**src/hdl/lcsta_ram.sv**
```systemverilog
// ----------------------------------------------------------------------------
// lcsta_ram
// Generic single write / single read RAM with registered read data.
// ----------------------------------------------------------------------------
module lcsta_ram #(
    parameter int WIDTH = 24,
    parameter int DEPTH = 20
) (
    input  logic                     clk,
    input  logic                     we,
    input  logic [$clog2(DEPTH)-1:0] waddr,
    input  logic [WIDTH-1:0]         wdata,
    input  logic [$clog2(DEPTH)-1:0] raddr,
    output logic [WIDTH-1:0]         rdata
);

    logic [WIDTH-1:0] mem [DEPTH];

    always_ff @(posedge clk)
    begin
        if (we)
        begin
            mem[waddr] <= wdata;
        end
        rdata <= mem[raddr];
    end

endmodule

```
**config.mk**
```make
export PLATFORM = sky130hd
export DESIGN_NAME = lcsta_ram
export DESIGN_NICKNAME = d
export VERILOG_FILES = /design/src/hdl/lcsta_ram.sv
export SDC_FILE = /design/constraint.sdc
export NUM_CORES = 1
export LEC_CHECK = 0
export BUFFER_PORTS_ARGS = -buffer_cell sky130_fd_sc_hd__buf_2
export CAP_MARGIN = 0
export CORE_MARGIN = 2
export CORE_UTILIZATION = 55
export CTS_BUF_LIST = sky130_fd_sc_hd__clkbuf_16
export DETAILED_ROUTE_END_ITERATION = 10
export HOLD_SLACK_MARGIN = 0.03
export PLACE_DENSITY = 0.72
export SLEW_MARGIN = 30
export SYNTH_ARGS = -nofsm -noshare
export SYNTH_HDL_FRONTEND = slang
export SYNTH_SLANG_ARGS = --single-unit
```
**constraint.sdc**
```tcl
create_clock -name clk -period 2.8 [get_ports clk]
set_input_delay 0.42 -clock clk [delete_from_list [all_inputs] [get_ports clk]]
set_output_delay 0.42 -clock clk [all_outputs]
set_load 0.05 [all_outputs]
```
==> impl_metrics.py, run 1 <==
metrics = {
    "run_status": {
        "status": "finished, final reports clean",
    },
    "logic_synthesis": {
        "synth_area_leaders": "edfxtp_1 (75%), mux2i_1 (10%), mux4_2 (2.8%)",
        "synthesis.nets": 1041,
        "synth_seq_cells": 504,
        "synth_warnings": 0,
        "synth-xor-area-share_pct": 0,
        "synth_compound_area_share_pct": 4.11,
        "synth-seq-area-share_pct": 77.9,
        "syn_area_mm2": 0.0191,
        "yosysTopAreaCellShare_pct": 75.4,
        "synth_mux_area_share_pct": 12.9,
        "avgSynthCellArea_um2": 19.0,
        "synthCells": 1005,
        "yosysTopAreaCell": "edfxtp_1",
        "synth_top_family_by_area": "multiplexers",
        "synthSimpleGateAreaFrac_pct": 3.30,
        "synth_fa_ha_area_share_pct": 0,
        "synthDistinctLibCells": 25,
    },
    "drt": {
        "wl_per_cell_um": 25.2,
        "num_vias": 9609,
        "routed_wl_um": 40700,
        "drt_first_iter_violations": 962,
        "drc": 0,
        "vias_per_cell": 5.95,
        "firstDrtPassIters": 5,
        "ant_nets": 0,
    },
    "placed_design": {
        "preCtsSetupSlack_ns": 0.498,
        "dp_hpwl_um": 23400,
        "gp_congestion": 0.771,
        "numPortBuffers": 59,
    },
    "setup_path": {
        "critPathSlowestCell": "or3b_2",
        "crit_path_end_kind": "flip-flop",
        "critical_path_class": "input pin to flip-flop",
        "r2r_cells": 3,
        "crit_buf_inv": 2,
        "critPathTopFamily": "simple AND/OR/NAND/NOR gates",
        "crit_path_max_fanout": 13,
        "path_cells": "buf_2, or3b_2, nor2_4, buf_4",
        "worst-path-stages": 4,
        "cp.required_ns": 3.05,
        "cp.arrival_ns": 2.02,
        "start_kind": "input pin",
        "cpPeakStageDelay_ns": 0.63,
    },
    "die": {
        "io_pins": 60,
        "coreArea_mm2": 0.0344,
        "fp.dieH_um": 190,
        "dieWidth_um": 190,
        "die_area_mm2": 0.0363,
        "initial_utilization_pct": 55.6,
        "fp-row-count": 68,
    },
    "timing": {
        "max_freq_mhz": 564,
        "relSlewSlack_pct": 58.0,
        "layout_min_cycle_time_ns": 1.77,
        "rsz0062_at_grt": "no",
        "hold_viol": 0,
        "fin_setup_tns_ns": 0,
        "post-route-period-util_pct": 63.3,
        "finalWorstSetupSlack_ns": 1.03,
        "finalMaxSlewViolations": 0,
        "skew_ns": 0.00777,
        "setup_viol_count_final": 0,
        "worst_pin_slew_ns": 0.629,
    },
    "hold_path": {
        "whs_path_depth": 1,
        "hp-class": "input pin to flip-flop",
    },
    "clocking": {
        "cts_setup_buffers": 0,
        "clock-root-buffer": "clkbuf_16",
        "clk_latency_ns": 0.54,
        "cts.path.max_buffers": 3,
        "cts_buffers": 50,
        "cts_max_level": 2,
        "path_clk_slew_ns": 0.06,
        "numClockSinks": 504,
        "cts_hold_buf": 0,
        "cts-resized-gates": 0,
        "cts_tree": "done",
    },
    "grt": {
        "grt.total_usage_pct": 23.1,
        "grt_pass1_wl_um": 60800,
        "grt-ovfl-total": 0,
        "grt_max_degree": 32,
        "grt_antenna_before_repair": 1,
        "grt_pass1_vias": 9733,
    },
    "layout": {
        "syn2layout_area_growth_pct": 14.7,
        "drive_above_1_share_pct": 21.7,
        "finalNetCount": 1154,
    },
    "power_and_ir_drop": {
        "ir_drop_mv": 0.624,
        "leakage_nw": 7.59,
        "cellPowerDensity_mw_per_mm2": 708,
    },
    "run": {
        "drv_cap": 0,
    },
}
[sequential cells by signal, summed over array words and instances, names as in the netlist]
signal,flops
mem,480
rdata,24
[final timing paths]
| path | start | slack, ns | to |
|---|---|---|---|
| setup / recovery | waddr[1] | 1.03 | mem[0][16]$_DFFE_PP_ |
| hold reg to reg | mem[10][16]$_DFFE_PP_ | 0.61 | rdata[16]$_DFF_P_ |
| setup reg to reg | mem[19][15]$_DFFE_PP_ | 1.35 | rdata[15]$_DFF_P_ |
| hold / removal | wdata[12] | 0.29 | mem[14][12]$_DFFE_PP_ |
[stage by stage]
step           hold slack [ns]  utilization [%]  cells  total power [W]  instance area, um2
3_3_place_gp             0.585             59.3   1521          0.00942               20400
4_1_cts                  0.264             63.8   1614           0.0156               21900
2_1_floorplan            0.519                -   1005          0.00910               19100
6_report                 0.286             63.8   1615           0.0155               21900
5_1_grt                  0.280             63.8   1615           0.0159               21900
3_5_place_dp             0.591             59.3   1521          0.00944               20400
[report_power, final]
group	leakage, nW	internal [W]	switching [W]
registers	4.53	0.00838	0.0000419
logic	2.27	0.000268	0.000592
clock network	0.797	0.00359	0.00266
[kinds of logic after synthesis]
group | after synthesis
AOI/OAI and AO/OA | 96
buffers and inverters | 54
DFF | 504
muxes | 216
and+or+nand+nor | 135
[synth_stat cells (all sizes together)]
| library cell | count |
|---|---|
| nand2 | 73 |
| nand3b | 3 |
| a211oi | 24 |
| a22oi | 24 |
| nor2b | 2 |
| or4b | 1 |
| clkbuf | 21 |
| o22ai | 48 |
| mux2i | 192 |
| mux4 | 24 |
| nand4 | 24 |
| or3 | 1 |
| edfxtp | 480 |
| or3b | 3 |
| nand3 | 1 |
| dfxtp | 24 |
| nor2 | 23 |
| nand4b | 1 |
| buf | 33 |
| nand4bb | 2 |
| and2 | 1 |
[cell usage in the layout (no fill, tap or decap), types with 20 or more instances in the layout]
| master | count |
|---|---|
| edfxtp_1 | 480 |
| mux2i_1 | 192 |
| nand2_1 | 73 |
| buf_2 | 58 |
| clkbuf_16 | 53 |
| buf_4 | 44 |
| o22ai_1 | 28 |
| a22oi_1 | 24 |
| nand4_1 | 24 |
| mux4_2 | 24 |
| a211oi_1 | 24 |
| dfxtp_1 | 24 |
| o22ai_2 | 20 |
| nor2_4 | 20 |
[worst reg2reg max path: stages, from the launching register on]
cell	delay (ns)
edfxtp_1	0.35
mux4_2	0.48
a211oi_1	0.41
nand2_1	0.09
[cell type report]
class	count	area [um2]
fill	2386	12400
antenna	1	2.50
multi-input combinational	447	4040
clock inverter	40	228
tap	455	569
sequential	504	14900
clock buffer	53	1330
timing repair buffer	115	876
[metal layers]
metal  track usage (%)  vias up  wire, um
met4              5.69        0       804
met2              38.6      364     20100
met1              32.8     4931     17000
met5                 0        -         0
met3              2.72       56      2780
li1                  -     4258         -
Power figures use the tool's default switching activity.
==> inputs of run 2 (changes only) <==
--- a/config.mk
+++ b/config.mk
@@ -5,6 +5,7 @@
 export SDC_FILE = /design/constraint.sdc
 export NUM_CORES = 1
 export LEC_CHECK = 0
+export ABC_AREA = 1
 export BUFFER_PORTS_ARGS = -buffer_cell sky130_fd_sc_hd__buf_2
 export CAP_MARGIN = 0
 export CORE_MARGIN = 2
@@ -12,7 +13,7 @@
 export CTS_BUF_LIST = sky130_fd_sc_hd__clkbuf_16
 export DETAILED_ROUTE_END_ITERATION = 10
 export HOLD_SLACK_MARGIN = 0.03
-export PLACE_DENSITY = 0.72
+export PLACE_DENSITY = 0.75
 export SLEW_MARGIN = 30
 export SYNTH_ARGS = -nofsm -noshare
 export SYNTH_HDL_FRONTEND = slang
==> constraint.sdc (replaced) <==
create_clock -name clk -period 1.5 [get_ports clk]
set_input_delay 0.225 -clock clk [delete_from_list [all_inputs] [get_ports clk]]
set_output_delay 0.225 -clock clk [all_outputs]
set_load 0.05 [all_outputs]
==> run 2 against run 1 <==
First-iteration DRC count up 54%. Area after synthesis up 3.9%. Global-route usage up 2.8 points. Via count up 37%. Synthesized cell count up 62%. Clock power up 78%. Cell area up 5.7%. Largest cell class unchanged. Non-clock buffer count up 45. Final cell count up 38%. Routed wire length up 19%. Combinational power up 150%. Critical path depth down 3.
==> impl_metrics.py, run 2 <==
metrics = {
    "run_status": {
        "status": "finished, final reports clean",
    },
    "logic_synthesis": {
        "avgSynthCellArea_um2": 12.2,
        "synth-seq-area-share_pct": 75.0,
        "yosysTopAreaCell": "edfxtp_1",
        "synthFlopType": "edfxtp_1",
        "synth_seq_cells": 504,
        "yosysTopAreaCellShare_pct": 72.6,
        "synthArstFlopShare_pct": 0,
        "synth_area_leaders": "edfxtp_1 (73%), nand2_1 (11%), nand3_1 (7.5%)",
        "synth_edf_count": 480,
        "synth_most_common_cell": "nand2_1",
        "synth_commonest_cells": "nand2_1 (576), edfxtp_1 (480), nand3_1 (297), nor2_1 (68), o21ai_0 (42)",
        "synthCells": 1626,
        "synth_warnings": 0,
        "syn_area_mm2": 0.0199,
        "synthesis.nets": 1662,
        "synthDistinctLibCells": 17,
    },
    "clocking": {
        "path_clk_slew_ns": 0.06,
        "numClockSinks": 504,
        "cts_max_level": 2,
        "cts.path.max_buffers": 3,
        "cts_hold_buf": 0,
        "cts_tree": "done",
        "cts_buffers": 48,
        "clock-root-buffer": "clkbuf_16",
        "clk_latency_ns": 0.56,
    },
    "setup_path": {
        "start_kind": "flip-flop",
        "crit_path_max_fanout": 1,
        "cpPeakStageDelay_ns": 0.46,
        "crit_buf_inv": 1,
        "critPathTopFamily": "flip-flops",
        "r2r_slack_ns": 0.39,
        "critPathSlowestCell": "dfxtp_1",
        "cp.required_ns": 1.27,
        "critical_path_class": "flip-flop to output port",
        "cp.arrival_ns": 1.26,
        "path_cells": "buf_4",
        "crit_path_end_kind": "output port",
    },
    "power_and_ir_drop": {
        "p_int_w": 0.0225,
        "power_frac_clock_pct": 38.3,
        "leakage_nw": 8.56,
        "total_power_w": 0.0289,
        "power_frac_comb_pct": 7.4,
        "p_seq_share_pct": 54.3,
        "ir_drop_mv": 1.28,
        "p_sw_w": 0.00645,
        "swShare_pct": 22.3,
        "cellPowerDensity_mw_per_mm2": 1250,
    },
    "timing": {
        "max_freq_mhz": 672,
        "rsz0062_at_grt": "no",
        "hold_viol": 0,
        "layout_min_cycle_time_ns": 1.49,
        "finalMaxSlewViolations": 0,
        "skew_ns": 0.0140,
        "setup_viol_count_final": 0,
        "fin_setup_tns_ns": 0,
        "post-route-period-util_pct": 99.2,
        "relSlewSlack_pct": 72.3,
        "worst_pin_slew_ns": 0.415,
    },
    "die": {
        "coreArea_mm2": 0.0356,
        "dieWidth_um": 194,
        "fp.dieH_um": 194,
        "die_area_mm2": 0.0376,
        "fp-row-count": 69,
        "io_pins": 60,
        "initial_utilization_pct": 55.8,
    },
    "placed_design": {
        "numPortBuffers": 59,
        "gp_congestion": 0.824,
        "dp_hpwl_um": 28500,
    },
    "grt": {
        "grt.total_usage_pct": 25.9,
        "grt_max_degree": 65,
        "grt_pass1_wl_um": 74100,
        "grt_pass1_vias": 13300,
        "grt-ovfl-total": 0,
        "grt_antenna_before_repair": 1,
    },
    "drt": {
        "ant_nets": 0,
        "wl_per_cell_um": 21.8,
        "routed_wl_um": 48600,
        "firstDrtPassIters": 5,
        "vias_per_cell": 5.90,
        "drc": 0,
        "drt_first_iter_violations": 1482,
        "num_vias": 13200,
    },
    "layout": {
        "seq_area_mm2": 0.0149,
        "finalNetCount": 1773,
        "syn2layout_area_growth_pct": 16.8,
        "drive_above_1_share_pct": 14.0,
        "layout_commonest_cell": "nand2_1",
        "largest_register_ffs": 480,
        "layout_common_cells": "nand2_1 (576), edfxtp_1 (480), nand3_1 (297)",
        "regMostFlops": "mem",
        "layout_top_registers": "mem (480), rdata (24)",
        "fillers": 2482,
        "multiInputGateArea_mm2": 0.00443,
    },
    "run": {
        "drv_cap": 0,
    },
    "hold_path": {
        "hp-class": "input pin to flip-flop",
    },
}
==> run 2: cell count changes in the layout (fill, tap and decap cells not counted), moves of 42 or more <==
cell	change
mux2i_1	-192
buf_12	+46
nand2_1	+503
nor2_1	+47
o21ai_0	+42
nand3_1	+296
==> run 2: area by class of cell <==
| type | count | share of cell area, % |
|---|---|---|
| diodes | 1 | 0.0108 |
| repair buffers | 160 | 7.77 |
| well taps | 461 | 2.49 |
| inverters | 10 | 0.194 |
| multi-input cells | 1013 | 19.1 |
| clock buffers | 49 | 5.29 |
| clock inverters | 37 | 0.901 |
| flip-flops and latches | 504 | 64.2 |
==> run 2: cells by family after synthesis <==
| group | Yosys count | synth area share, % |
|---|---|---|
| and+or+nand+nor | 941 | 19.7 |
| DFF | 504 | 75.0 |
| buffers and inverters | 109 | 3.37 |
| AOI/OAI and AO/OA | 72 | 1.97 |
==> run 2: final timing paths <==
check | depth (start not counted) | startpoint | endpoint
worst max-delay path | 1 | rdata[12]$_DFF_P_ | rdata[12]
worst min register to register | 4 | mem[16][2]$_DFFE_PP_ | rdata[2]$_DFF_P_
worst min-delay path | 1 | wdata[12] | mem[4][12]$_DFFE_PP_
worst max register to register | 8 | mem[13][17]$_DFFE_PP_ | rdata[17]$_DFF_P_
==> run 2: power by group through the flow <==
| stage | registers (W) | clock network (W) | logic (W) |
|---|---|---|---|
| CTS | 0.0157 | 0.0112 | 0.00213 |
| floorplan | 0.0162 | 0 | 0.00101 |
| global placement | 0.0160 | 0 | 0.00205 |
| detailed placement | 0.0160 | 0 | 0.00210 |
| global route | 0.0157 | 0.0117 | 0.00231 |
| finish | 0.0157 | 0.0111 | 0.00214 |
==> run 2: what timing repair did <==
action,CTS,global route
gates resized for setup,7,0
buffers inserted,0,0
setup endpoints to repair,5,0
==> run 2: metal layers <==
layer | global-route usage (%) | up-vias | wire (um)
met2 | 42.7 | 707 | 23700
li1 | - | 5940 | -
met4 | 10.8 | 0 | 1730
met1 | 34.0 | 6418 | 18800
met5 | 0 | - | 0
met3 | 4.89 | 124 | 4420
==> run 2: through the flow <==
stage / setup slack, ns / hold slack, ns / instances / area (um2) / util (%)
global route: 0.0242 / 0.0739 / 2235 / 23200 / 65.2
floorplan: -0.0896 / 0.324 / 1626 / 19900 / -
CTS: 0.0177 / 0.0581 / 2234 / 23200 / 65.2
detailed placement: 0.00231 / 0.595 / 2148 / 21700 / 61.1
global placement: 0.0604 / 0.596 / 2148 / 21700 / 61.1
finish: 0.0121 / 0.0641 / 2235 / 23200 / 65.2
==> run 2: worst reg2reg max path: cells and delay by family, from the launching register on <==
kind | cells | cell delay, ns
and+or+nand+nor | 8 | 0.62
DFF | 1 | 0.38
