## config.mk

```make
export PLATFORM = sky130hd
export DESIGN_NAME = lcsta_cfg
export DESIGN_NICKNAME = d
export VERILOG_FILES = /design/src/hdl/lcsta_pkg.sv /design/src/hdl/lcsta_cfg.sv
export SDC_FILE = /design/constraint.sdc
export NUM_CORES = 1
export LEC_CHECK = 0
export ABC_AREA = 1
export BUFFER_PORTS_ARGS = -buffer_cell sky130_fd_sc_hd__buf_2
export CAP_MARGIN = 30
export CORE_ASPECT_RATIO = 0.7
export CORE_MARGIN = 3
export CORE_UTILIZATION = 35
export CTS_CLUSTER_SIZE = 10
export DETAILED_ROUTE_END_ITERATION = 8
export GPL_TIMING_DRIVEN = 0
export PLACE_DENSITY_LB_ADDON = 0.25
export SLEW_MARGIN = 20
export SYNTH_ARGS = -nofsm -noshare
export SYNTH_HDL_FRONTEND = slang
export SYNTH_SLANG_ARGS = --single-unit
```

## constraint.sdc

```tcl
create_clock -name clk -period 1.7 [get_ports clk]
set_clock_uncertainty 0.2 [all_clocks]
set_input_delay 0.255 -clock clk [delete_from_list [all_inputs] [get_ports clk]]
set_output_delay 0.255 -clock clk [all_outputs]
set_load 0.01 [all_outputs]
```

## src/hdl/lcsta_pkg.sv

```systemverilog
// ----------------------------------------------------------------------------
// lcsta_pkg
// Shared types and constants for the load cell stability / tare / auto-zero
// block.
// ----------------------------------------------------------------------------
package lcsta_pkg;

    localparam int SAMPLE_BITS = 24;
    localparam int LIMIT_W     = 24;
    localparam int COUNT_W     = 8;
    localparam int GAIN_W      = 25;
    localparam int WEIGHT_W    = 26;
    localparam int GAIN_FRAC   = 24;
    localparam int CFG_DATA_W  = 32;
    localparam int CFG_ADDR_W  = 5;

    localparam int DEF_WINDOW_SIZE = 20;

    localparam logic [LIMIT_W-1:0] RST_STABILITY   = LIMIT_W'(2000);
    localparam logic [LIMIT_W-1:0] RST_MOVEMENT    = LIMIT_W'(4000);
    localparam logic [COUNT_W-1:0] RST_SETTLE      = COUNT_W'(5);
    localparam logic [LIMIT_W-1:0] RST_ZERO_WINDOW = LIMIT_W'(4265);
    localparam logic [COUNT_W-1:0] RST_ZERO_HOLD   = COUNT_W'(8);
    localparam logic               RST_AUTO_ZERO   = 1'b1;
    localparam logic [GAIN_W-1:0]  RST_GAIN        = GAIN_W'(393400);

    typedef enum logic [2:0] {
        REG_STABILITY,
        REG_MOVEMENT,
        REG_SETTLE,
        REG_ZERO_WINDOW,
        REG_ZERO_HOLD,
        REG_AUTO_ZERO,
        REG_GAIN
    } cfg_idx_t;

    typedef struct packed {
        logic [LIMIT_W-1:0] stability_limit;
        logic [LIMIT_W-1:0] movement_limit;
        logic [COUNT_W-1:0] settle_needed;
        logic [LIMIT_W-1:0] zero_window_counts;
        logic [COUNT_W-1:0] zero_hold_needed;
        logic               auto_zero_on;
        logic [GAIN_W-1:0]  gain_q24;
    } cfg_t;

    typedef enum logic [3:0] {
        ST_IDLE,
        ST_SEED,
        ST_READ_PREV,
        ST_WRITE,
        ST_SCAN,
        ST_DIV,
        ST_UPDATE,
        ST_MUL,
        ST_OUT
    } state_t;

endpackage

```

## src/hdl/lcsta_cfg.sv

```systemverilog
// ----------------------------------------------------------------------------
// lcsta_cfg
// APB-style configuration register bank.
// ----------------------------------------------------------------------------
module lcsta_cfg (
    input  logic                                clk,
    input  logic                                rst_n,
    input  logic                                psel,
    input  logic                                penable,
    input  logic                                pwrite,
    input  logic [lcsta_pkg::CFG_ADDR_W-1:0]    paddr,
    input  logic [lcsta_pkg::CFG_DATA_W-1:0]    pwdata,
    output logic [lcsta_pkg::CFG_DATA_W-1:0]    prdata,
    output logic                                pready,
    output lcsta_pkg::cfg_t                     cfg
);
    import lcsta_pkg::*;

    cfg_t     cfg_reg;
    cfg_t     cfg_next;
    cfg_idx_t idx;
    logic     wr_en;

    assign idx    = cfg_idx_t'(paddr[CFG_ADDR_W-1:2]);
    assign wr_en  = psel && penable && pwrite;
    assign pready = 1'b1;
    assign cfg    = cfg_reg;

    always_comb
    begin
        cfg_next = cfg_reg;
        if (wr_en)
        begin
            case (idx)
                REG_STABILITY:   cfg_next.stability_limit    = pwdata[LIMIT_W-1:0];
                REG_MOVEMENT:    cfg_next.movement_limit     = pwdata[LIMIT_W-1:0];
                REG_SETTLE:      cfg_next.settle_needed      = pwdata[COUNT_W-1:0];
                REG_ZERO_WINDOW: cfg_next.zero_window_counts = pwdata[LIMIT_W-1:0];
                REG_ZERO_HOLD:   cfg_next.zero_hold_needed   = pwdata[COUNT_W-1:0];
                REG_AUTO_ZERO:   cfg_next.auto_zero_on       = pwdata[0];
                REG_GAIN:        cfg_next.gain_q24           = pwdata[GAIN_W-1:0];
                default:         cfg_next = cfg_reg;
            endcase
        end
    end

    always_comb
    begin
        case (idx)
            REG_STABILITY:   prdata = CFG_DATA_W'(cfg_reg.stability_limit);
            REG_MOVEMENT:    prdata = CFG_DATA_W'(cfg_reg.movement_limit);
            REG_SETTLE:      prdata = CFG_DATA_W'(cfg_reg.settle_needed);
            REG_ZERO_WINDOW: prdata = CFG_DATA_W'(cfg_reg.zero_window_counts);
            REG_ZERO_HOLD:   prdata = CFG_DATA_W'(cfg_reg.zero_hold_needed);
            REG_AUTO_ZERO:   prdata = CFG_DATA_W'(cfg_reg.auto_zero_on);
            REG_GAIN:        prdata = CFG_DATA_W'(cfg_reg.gain_q24);
            default:         prdata = '0;
        endcase
    end

    always_ff @(posedge clk or negedge rst_n)
    begin
        if (!rst_n)
        begin
            cfg_reg.stability_limit    <= RST_STABILITY;
            cfg_reg.movement_limit     <= RST_MOVEMENT;
            cfg_reg.settle_needed      <= RST_SETTLE;
            cfg_reg.zero_window_counts <= RST_ZERO_WINDOW;
            cfg_reg.zero_hold_needed   <= RST_ZERO_HOLD;
            cfg_reg.auto_zero_on       <= RST_AUTO_ZERO;
            cfg_reg.gain_q24           <= RST_GAIN;
        end
        else
        begin
            cfg_reg <= cfg_next;
        end
    end

endmodule

```

==> flow_summary_export.csv, run 1 <==
group,metric,value,unit
power_and_ir_drop,p_per_area,1180,nW/um2
cells_and_area,final_cell_mix,"nand2_1, buf_2, dfrtp_1",
place,placed_cell_area,7000,um2
cts,htree_levels,4,
die,fp.dieH,114,um
run,maxCapViolations,0,
cells_and_area,diodes,0,
place,gp_congestion,0.855,
cells_and_area,largest_register_ffs,114,
die,dieArea,18300,um2
place,io_buffers,168,
cells_and_area,final_common_cell,"nand2_1",
die,fp.coreArea,15900,um2
place,hpwl,16.5,mm
critical_path,required,1240,ps
power_and_ir_drop,p_total,10.1,mW
power_and_ir_drop,clkPwrFrac,38.8,%
hold_path,min_path_type,"input pin to flop",
cells_and_area,finalInstanceArea,8480,um2
synthesis,synth_area_per_cell,8.20,um2
critical_path,worst_setup_path_end_kind,"output port",
detailed_routing,drt_iter0_drc,558,
run_status,status,"complete, but fails checks",
die,core.rowCount,38,
die,die_width,160,um
cells_and_area,area_delta_synth_final,45.5,%
power_and_ir_drop,swShare,31.7,%
global_routing,antenna_found_initial,0,
sta,setup_viol,12,
global_routing,grt_overflow,0,
sta,period_needed,1820,ps
die,io_pins,189,
cts,clk_latency,410,ps
power_and_ir_drop,internal_power,6.87,mW
synthesis,ys_seq_area_share,49.5,%
power_and_ir_drop,vdd_drop_max,0.643,mV
synthesis,syn_inst,711,
die,start_util,36.7,%
cts,tritoncts,"built",
cells_and_area,final_core_utilization,53.4,%
cts,cts.sinks,114,
detailed_routing,viasPerCell,5.23,
cts,cts_root_buffer,"clkbuf_16",
global_routing,grt_max_degree,64,
cells_and_area,final_cells,1214,
critical_path,startpoint_type,"flop",
sta,max-slew-margin-rel,55.8,%
cts,clkTransAtPathRegs,60,ps
sta,drv_slew,0,
detailed_routing,via_count,6344,
power_and_ir_drop,p_seq_share,37.1,%
global_routing,grt_use_total,25.5,%
cts,cts_max_path_buffers,2,
sta,worst_slack,-119,ps
power_and_ir_drop,combPwrFrac,24.1,%
cells_and_area,drive_above_1_share,37.5,%
place,place_inst,1106,
detailed_routing,drt-pass1-iter-count,5,
power_and_ir_drop,p_leak,4.53,nW
cts,cts_buffers,17,
detailed_routing,wl_per_cell,19.7,um
critical_path,worst_ep_arrival_time,1360,ps
synthesis,ys_types,26,
synthesis,syn_area,5830,um2
run_status,violations,"negative setup slack",
sta,worstMarginPinSlew,663,ps
synthesis,yosys_register_bits,114,
critical_path,critPathMaxFanout,3,
sta,rsz0062_at_grt,"true",
detailed_routing,route.detailed.drc,0,
synthesis,ys_warn_count,0,
sta,hold_viol,0,
critical_path,criticalPathCategory,"flop to output port",
detailed_routing,antenna_left,0,
global_routing,grt_pass1_wl,35.3,mm
cells_and_area,nNetsFinal,1023,
sta,max_freq,550,MHz
global_routing,grt_pass1_vias,5873,
power_and_ir_drop,p_switching,3.19,mW
detailed_routing,wl,23.9,mm
sta,fin_crit_sh,107,%
[final timing paths]
check,startpoint,cells after the start,endpoint,slack (ps)
worst max-delay path,cfg[41]$_DFFE_PN1P_,5,prdata[7],-120
worst min-delay path,paddr[3],6,cfg[25]$_DFFE_PN1P_,60
worst max register to register,cfg[59]$_DFFE_PN0P_,4,cfg[59]$_DFFE_PN0P_,610
worst min register to register,cfg[75]$_DFFE_PN1P_,2,cfg[75]$_DFFE_PN1P_,280
max in group asynchronous,rst_n,3,cfg[75]$_DFFE_PN1P_,390
min in group asynchronous,rst_n,2,cfg[91]$_DFFE_PN0P_,160
[layout make-up]
class                      count  area, um2
clock inverter                14        203
fill                        1517       7400
inverter                      22        100
multi-input combinational    520       2550
buffer                        61        494
timing repair buffer         245       1540
sequential                   114       2890
clock buffer                  18        439
tap                          220        275
[metal layers]
metal | track usage, % | vias to the layer above | routed length [um]
met1 | 39.2 | 3063 | 11200
met5 | 0 | - | 0
li1 | - | 2916 | -
met2 | 36.2 | 343 | 10100
met4 | 5.90 | 0 | 284
met3 | 5.84 | 22 | 2370
[critical path: stages (launching register included)]
cell and delay, ps:
dfstp_2 540, nand4_1 80, nand2_1 90, nor2_1 60, nand2_1 60, buf_2 120
[metrics by stage]
stage          TNS [ps]  setup slack, ps  hold WS, ps
2_1_floorplan         0              191         -241
3_3_place_gp    -134400            -1290          263
3_5_place_dp      -6010             -300         46.1
4_1_cts           -1200             -126         68.0
5_1_grt           -1530             -174         72.7
6_report           -733             -119         56.4
[power by group through the flow]
stage	logic, mW	clock network [mW]	registers [mW]
after floorplan	0.753	0	3.93
after global placement	1.95	0	3.80
after detailed placement	1.99	0	3.81
after CTS	2.22	3.91	3.74
after global routing	2.65	4.03	3.79
final	2.42	3.90	3.73
[synth_stat cells]
| master | count | area (um2) |
|---|---|---|
| nand2_1 | 258 | 968 |
| dfrtp_1 | 87 | 2180 |
| o21ai_0 | 77 | 385 |
| nand3_1 | 71 | 355 |
| nand4_1 | 56 | 350 |
| dfstp_2 | 27 | 709 |
| buf_2 | 18 | 90.1 |
| inv_1 | 18 | 67.6 |
| clkbuf_1 | 17 | 63.8 |
| o21ai_2 | 16 | 140 |
| buf_4 | 14 | 105 |
| nor2_1 | 13 | 48.8 |
| buf_6 | 10 | 113 |
| nor2_4 | 5 | 56.3 |
| o21ai_1 | 5 | 25.0 |
| nand3_2 | 3 | 30.0 |
| buf_1 | 2 | 7.51 |
| conb_1 | 2 | 7.51 |
| inv_2 | 2 | 7.51 |
| nand2_4 | 2 | 22.5 |
| nand3_4 | 2 | 35.0 |
| nor2_8 | 2 | 40.0 |
| a21oi_1 | 1 | 5.00 |
| inv_4 | 1 | 6.26 |
| inv_6 | 1 | 8.76 |
| nand2_2 | 1 | 6.26 |
[logic make-up after synthesis]
| family | Yosys count | share of synthesized area, % |
|---|---|---|
| AOI/OAI and AO/OA | 99 | 9.53 |
| other | 2 | 0.129 |
| buffers and inverters | 83 | 8.05 |
| and+or+nand+nor | 413 | 32.8 |
| DFF | 114 | 49.5 |
[what timing repair did]
item | 4_1_cts | 5_1_grt
hold buffers | 26 | 0
endpoints found under the hold margin | 158 | 0
buffers inserted | 23 | 26
setup endpoints to repair | 25 | 25
resized for setup | 28 | 30
pin swaps | 19 | 26
cloned | 0 | 1
No activity file was read; power rests on OpenSTA's default activity.
==> inputs of run 2 (changes only) <==
==> constraint.sdc (replaced) <==
create_clock -name clk -period 1.55 [get_ports clk]
set_clock_uncertainty 0.2 [all_clocks]
set_input_delay 0.2325 -clock clk [delete_from_list [all_inputs] [get_ports clk]]
set_output_delay 0.2325 -clock clk [all_outputs]
set_load 0.01 [all_outputs]
==> flow_summary_export.csv, run 2 (synthesized netlist as in run 1, its figures left out) <==
group,metric,value,unit
run_status,status,"complete, but fails checks",
run_status,violations,"negative setup slack",
cells_and_area,area_delta_synth_final,55.0,%
cts,cts_buffers,17,
detailed_routing,drt-pass1-iter-count,5,
global_routing,grt_pass1_wl,36.4,mm
detailed_routing,viasPerCell,5.28,
sta,worst_slack,-268,ps
sta,worstMarginPinSlew,651,ps
die,io_pins,189,
critical_path,critPathMaxFanout,3,
critical_path,crit_path_max_incr_delay,550,ps
power_and_ir_drop,p_leak,4.77,nW
cells_and_area,fillers,1468,
cts,cts_root_buffer,"clkbuf_16",
sta,period_needed,1820,ps
critical_path,criticalPathCategory,"flop to output port",
detailed_routing,drt_iter0_drc,638,
critical_path,critPathBufInv,1,
place,hpwl,16.5,mm
global_routing,grt_pass1_vias,6121,
cells_and_area,final_core_utilization,56.9,%
die,die_width,160,um
detailed_routing,via_count,6582,
cts,cts_max_path_buffers,2,
power_and_ir_drop,p_per_area,1270,nW/um2
cts,clk_latency,410,ps
sta,max_freq,550,MHz
place,io_buffers,168,
critical_path,path_cells,"nand4_1, nand2_1, nor2_1, nand2_1, buf_2",
cts,tritoncts,"built",
sta,hold_viol,0,
critical_path,critPathSlowestCell,"dfstp_2",
critical_path,critPathTopFamily,"flip-flops",
sta,fin_hold_ws,59.0,ps
detailed_routing,route.detailed.drc,0,
critical_path,worst_setup_path_end_kind,"output port",
cells_and_area,final_common_cell,"nand2_1",
hold_path,min_path_type,"input pin to flop",
cells_and_area,final_cell_mix,"nand2_1, buf_2, dfrtp_1",
cts,cts.sinks,114,
sta,rsz0062_at_grt,"true",
cells_and_area,drive_above_1_share,39.7,%
sta,drv_slew,0,
run,maxCapViolations,0,
detailed_routing,wl_per_cell,19.7,um
sta,max-slew-margin-rel,56.6,%
die,start_util,36.7,%
die,fp.dieH,114,um
detailed_routing,wl,24.6,mm
critical_path,cpMostUsedCell,"nand2_1",
critical_path,startpoint_type,"flop",
critical_path,required,1120,ps
power_and_ir_drop,p_total,11.5,mW
global_routing,grt_use_total,26.3,%
sta,fin_crit_sh,117,%
die,fp.coreArea,15900,um2
cts,clkTransAtPathRegs,60,ps
global_routing,grt_overflow,0,
die,core.rowCount,38,
cells_and_area,largest_register_ffs,114,
place,gp_congestion,0.855,
die,dieArea,18300,um2
cts,htree_levels,4,
cells_and_area,nNetsFinal,1056,
critical_path,worst_ep_arrival_time,1390,ps
global_routing,grt_max_degree,64,
cells_and_area,diodes,0,
sta,setup_viol,44,
sta,setup_tns,-3800,ps
power_and_ir_drop,vdd_drop_max,0.697,mV
global_routing,antenna_found_initial,0,
detailed_routing,antenna_left,0,
-- run 2: worst paths after layout --
| kind | slack, ps | startpoint | depth (start not counted) | endpoint |
|---|---|---|---|---|
| min in group asynchronous | 140 | rst_n | 2 | cfg[91]$_DFFE_PN0P_ |
| max in group asynchronous | 270 | rst_n | 3 | cfg[75]$_DFFE_PN1P_ |
| worst min register to register | 280 | cfg[75]$_DFFE_PN1P_ | 2 | cfg[75]$_DFFE_PN1P_ |
| worst min-delay path | 60 | paddr[4] | 4 | cfg[2]$_DFFE_PN0P_ |
| worst max register to register | 390 | cfg[46]$_DFFE_PN1P_ | 4 | cfg[46]$_DFFE_PN1P_ |
| worst max-delay path | -270 | cfg[41]$_DFFE_PN1P_ | 5 | prdata[7] |
-- run 2: through the flow --
step,area (um2),instances,setup slack (ps)
after global routing,9040,1247,-331
final,9040,1247,-268
after CTS,8660,1220,-278
after detailed placement,7000,1106,-405
after floorplan,5850,717,85.7
after global placement,6970,1105,-1420
-- run 2: timing repair --
item	CTS	global route
pin swaps	27	28
endpoints found under the setup margin	25	50
hold buffers	26	0
cloned	2	1
endpoints found under the hold margin	165	0
setup buffers	54	30
resized for setup	80	44
-- run 2: worst min-delay path: stages --
cell     delay, ps
buf_12         120
nand3_4        130
o21ai_0         80
nand2_1         60
-- run 2: routing by layer --
metal	part of all wire, %	track usage, %	vias to the layer above
met4	1.3	6.76	0
met2	42	37.3	408
li1	-	-	2993
met5	0	0	-
met1	45	40.1	3150
met3	11	6.50	31
-- run 2: report_power, final --
part	internal, mW	switching, mW
combinational	1.50	1.62
clock	2.76	1.52
sequential	3.63	0.468
-- run 2: cell type report --
| type | count | area, um2 | share of cell area (%) |
|---|---|---|---|
| multi-input cells | 520 | 2560 | 28.3 |
| repair buffers | 278 | 2050 | 22.7 |
| plain buffers | 61 | 515 | 5.70 |
| clock buffers | 18 | 439 | 4.86 |
| flip-flops and latches | 114 | 2890 | 31.9 |
| clock inverters | 14 | 203 | 2.24 |
| well taps | 220 | 275 | 3.04 |
| inverters | 22 | 113 | 1.25 |
==> inputs of run 3 (changes only) <==
--- a/config.mk
+++ b/config.mk
@@ -8,13 +8,14 @@
 export ABC_AREA = 1
 export BUFFER_PORTS_ARGS = -buffer_cell sky130_fd_sc_hd__buf_2
 export CAP_MARGIN = 30
-export CORE_ASPECT_RATIO = 0.7
+export CORE_ASPECT_RATIO = 0.5
 export CORE_MARGIN = 3
 export CORE_UTILIZATION = 35
 export CTS_CLUSTER_SIZE = 10
 export DETAILED_ROUTE_END_ITERATION = 8
 export GPL_TIMING_DRIVEN = 0
 export PLACE_DENSITY_LB_ADDON = 0.25
+export SKIP_LAST_GASP = 1
 export SLEW_MARGIN = 20
 export SYNTH_ARGS = -nofsm -noshare
 export SYNTH_HDL_FRONTEND = slang
==> flow_summary_export.csv, run 3 (synthesized netlist as in run 1, its figures left out) <==
group,metric,value,unit
run_status,status,"complete, but fails checks",
run_status,violations,"negative setup slack",
global_routing,grt_use_total,25.6,%
cts,cts_root_buffer,"clkbuf_16",
detailed_routing,wl,24.3,mm
power_and_ir_drop,p_total,12.0,mW
cells_and_area,diodes,0,
cts,cts.sinks,114,
critical_path,rrSetupSlack,380,ps
cells_and_area,regArea,2890,um2
die,start_util,36.8,%
critical_path,ff2ff_path_depth,4,
cts,tritoncts,"built",
critical_path,startpoint_type,"flop",
sta,hold_viol,0,
place,place_inst,1107,
die,fp.dieH,97.3,um
cts,cts_max_path_buffers,2,
run,maxCapViolations,0,
cells_and_area,finalInstanceArea,9090,um2
cells_and_area,nNetsFinal,1055,
cells_and_area,final_cell_mix,"nand2_1, buf_2, dfrtp_1",
global_routing,grt_max_degree,70,
sta,setup_viol,45,
global_routing,antenna_found_initial,0,
detailed_routing,antenna_left,0,
place,gp_congestion,0.909,
cells_and_area,multi_input_comb_area,2560,um2
place,io_buffers,168,
die,core.rowCount,32,
die,dieArea,18300,um2
place,placed_cell_area,7010,um2
critical_path,reg2reg_to,"cfg[7]$_DFFE_PN1P_",
die,die_width,189,um
critical_path,worst_ep_arrival_time,1450,ps
sta,max_freq,532,MHz
sta,worstMarginPinSlew,661,ps
die,fp.coreArea,15900,um2
critical_path,criticalPathCategory,"flop to output port",
power_and_ir_drop,p_leak,4.81,nW
detailed_routing,wl_per_cell,19.5,um
sta,drv_slew,0,
sta,period_needed,1880,ps
cells_and_area,fillers,1372,
place,hpwl,15.8,mm
die,io_pins,189,
global_routing,grt_overflow,0,
cts,clk_latency,420,ps
detailed_routing,via_count,6643,
hold_path,hold_depth,5,
detailed_routing,route.detailed.drc,0,
global_routing,grt_pass1_vias,6210,
hold_path,hp-start,"pwrite",
detailed_routing,drt-pass1-iter-count,5,
sta,fin_crit_sh,121,%
hold_path,min_path_type,"input pin to flop",
critical_path,required,1120,ps
power_and_ir_drop,p_per_area,1320,nW/um2
cells_and_area,largest_register_ffs,114,
cells_and_area,final_cells,1247,
critical_path,reg2reg_from,"cfg[7]$_DFFE_PN1P_",
cells_and_area,area_delta_synth_final,55.8,%
power_and_ir_drop,vdd_drop_max,0.800,mV
cts,cts_buffers,17,
cts,htree_levels,4,
critical_path,worst_setup_path_end_kind,"output port",
sta,max-slew-margin-rel,56.0,%
sta,worst_slack,-329,ps
cts,clkTransAtPathRegs,60,ps
cells_and_area,drive_above_1_share,40.1,%
hold_path,hold_end,"cfg[74]$_DFFE_PN1P_",
detailed_routing,drt_iter0_drc,545,
global_routing,grt_pass1_wl,36.2,mm
critical_path,critPathMaxFanout,2,
sta,rsz0062_at_grt,"true",
cells_and_area,final_common_cell,"nand2_1",
detailed_routing,viasPerCell,5.33,
## run 3: final cells by class
class / instances / share of cell area [%]
clock buffers: 22 / 5.33
repair buffers: 277 / 22.6
multi-input cells: 520 / 28.2
well taps: 221 / 3.04
inverters: 22 / 1.10
flip-flops and latches: 114 / 31.8
plain buffers: 61 / 5.49
clock inverters: 10 / 2.48
## run 3: what timing repair did
| action | 4_1_cts | 5_1_grt |
|---|---|---|
| resized for setup | 65 | 51 |
| cloned | 3 | 0 |
| endpoints found under the setup margin | 29 | 48 |
| pin swaps | 48 | 21 |
| setup buffers | 62 | 19 |
| hold endpoints to repair | 164 | 0 |
| hold buffers | 26 | 0 |
## run 3: through the flow
step / hold slack [ps] / setup WS (ps) / setup TNS [ps] / util (%)
finish: 45.8 / -329 / -4400 / 57.3
floorplan: -263 / 85.7 / 0 / -
global route: 60.4 / -347 / -5780 / 57.3
detailed placement: 89.5 / -398 / -9610 / 44.2
CTS: 45.3 / -306 / -4520 / 55.1
global placement: 242 / -1380 / -148470 / 44.0
## run 3: worst max-delay path by stage
stage | cells after the start | endpoint | slack (ps) | from
global placement | 1 | cfg[63]$_DFFE_PN0P_ | -1380 | rst_n
floorplan | 5 | prdata[10] | 90 | paddr[2]
finish | 5 | prdata[0] | -330 | cfg[25]$_DFFE_PN1P_
global route | 5 | prdata[0] | -350 | cfg[25]$_DFFE_PN1P_
detailed placement | 6 | prdata[15] | -400 | paddr[2]
CTS | 5 | prdata[0] | -310 | cfg[25]$_DFFE_PN1P_
## run 3: critical path, cell delays in order (launching register included)
cell	delay, ps
dfstp_2	540
nand4_1	110
nand2_1	80
nor2_1	50
nand2_1	100
buf_2	150
## run 3: where the power goes
group	total, mW	internal [mW]	switching, mW
Combinational	3.20	1.53	1.67
Sequential	4.06	3.63	0.427
Clock	4.77	3.34	1.43
## run 3: routing by layer
metal | GRT usage, % | up-vias | routed length [um]
li1 | - | 2988 | -
met1 | 34.4 | 3228 | 10100
met2 | 40.2 | 379 | 11200
met3 | 7.57 | 48 | 2500
met4 | 7.03 | 0 | 477
met5 | 0 | - | 0
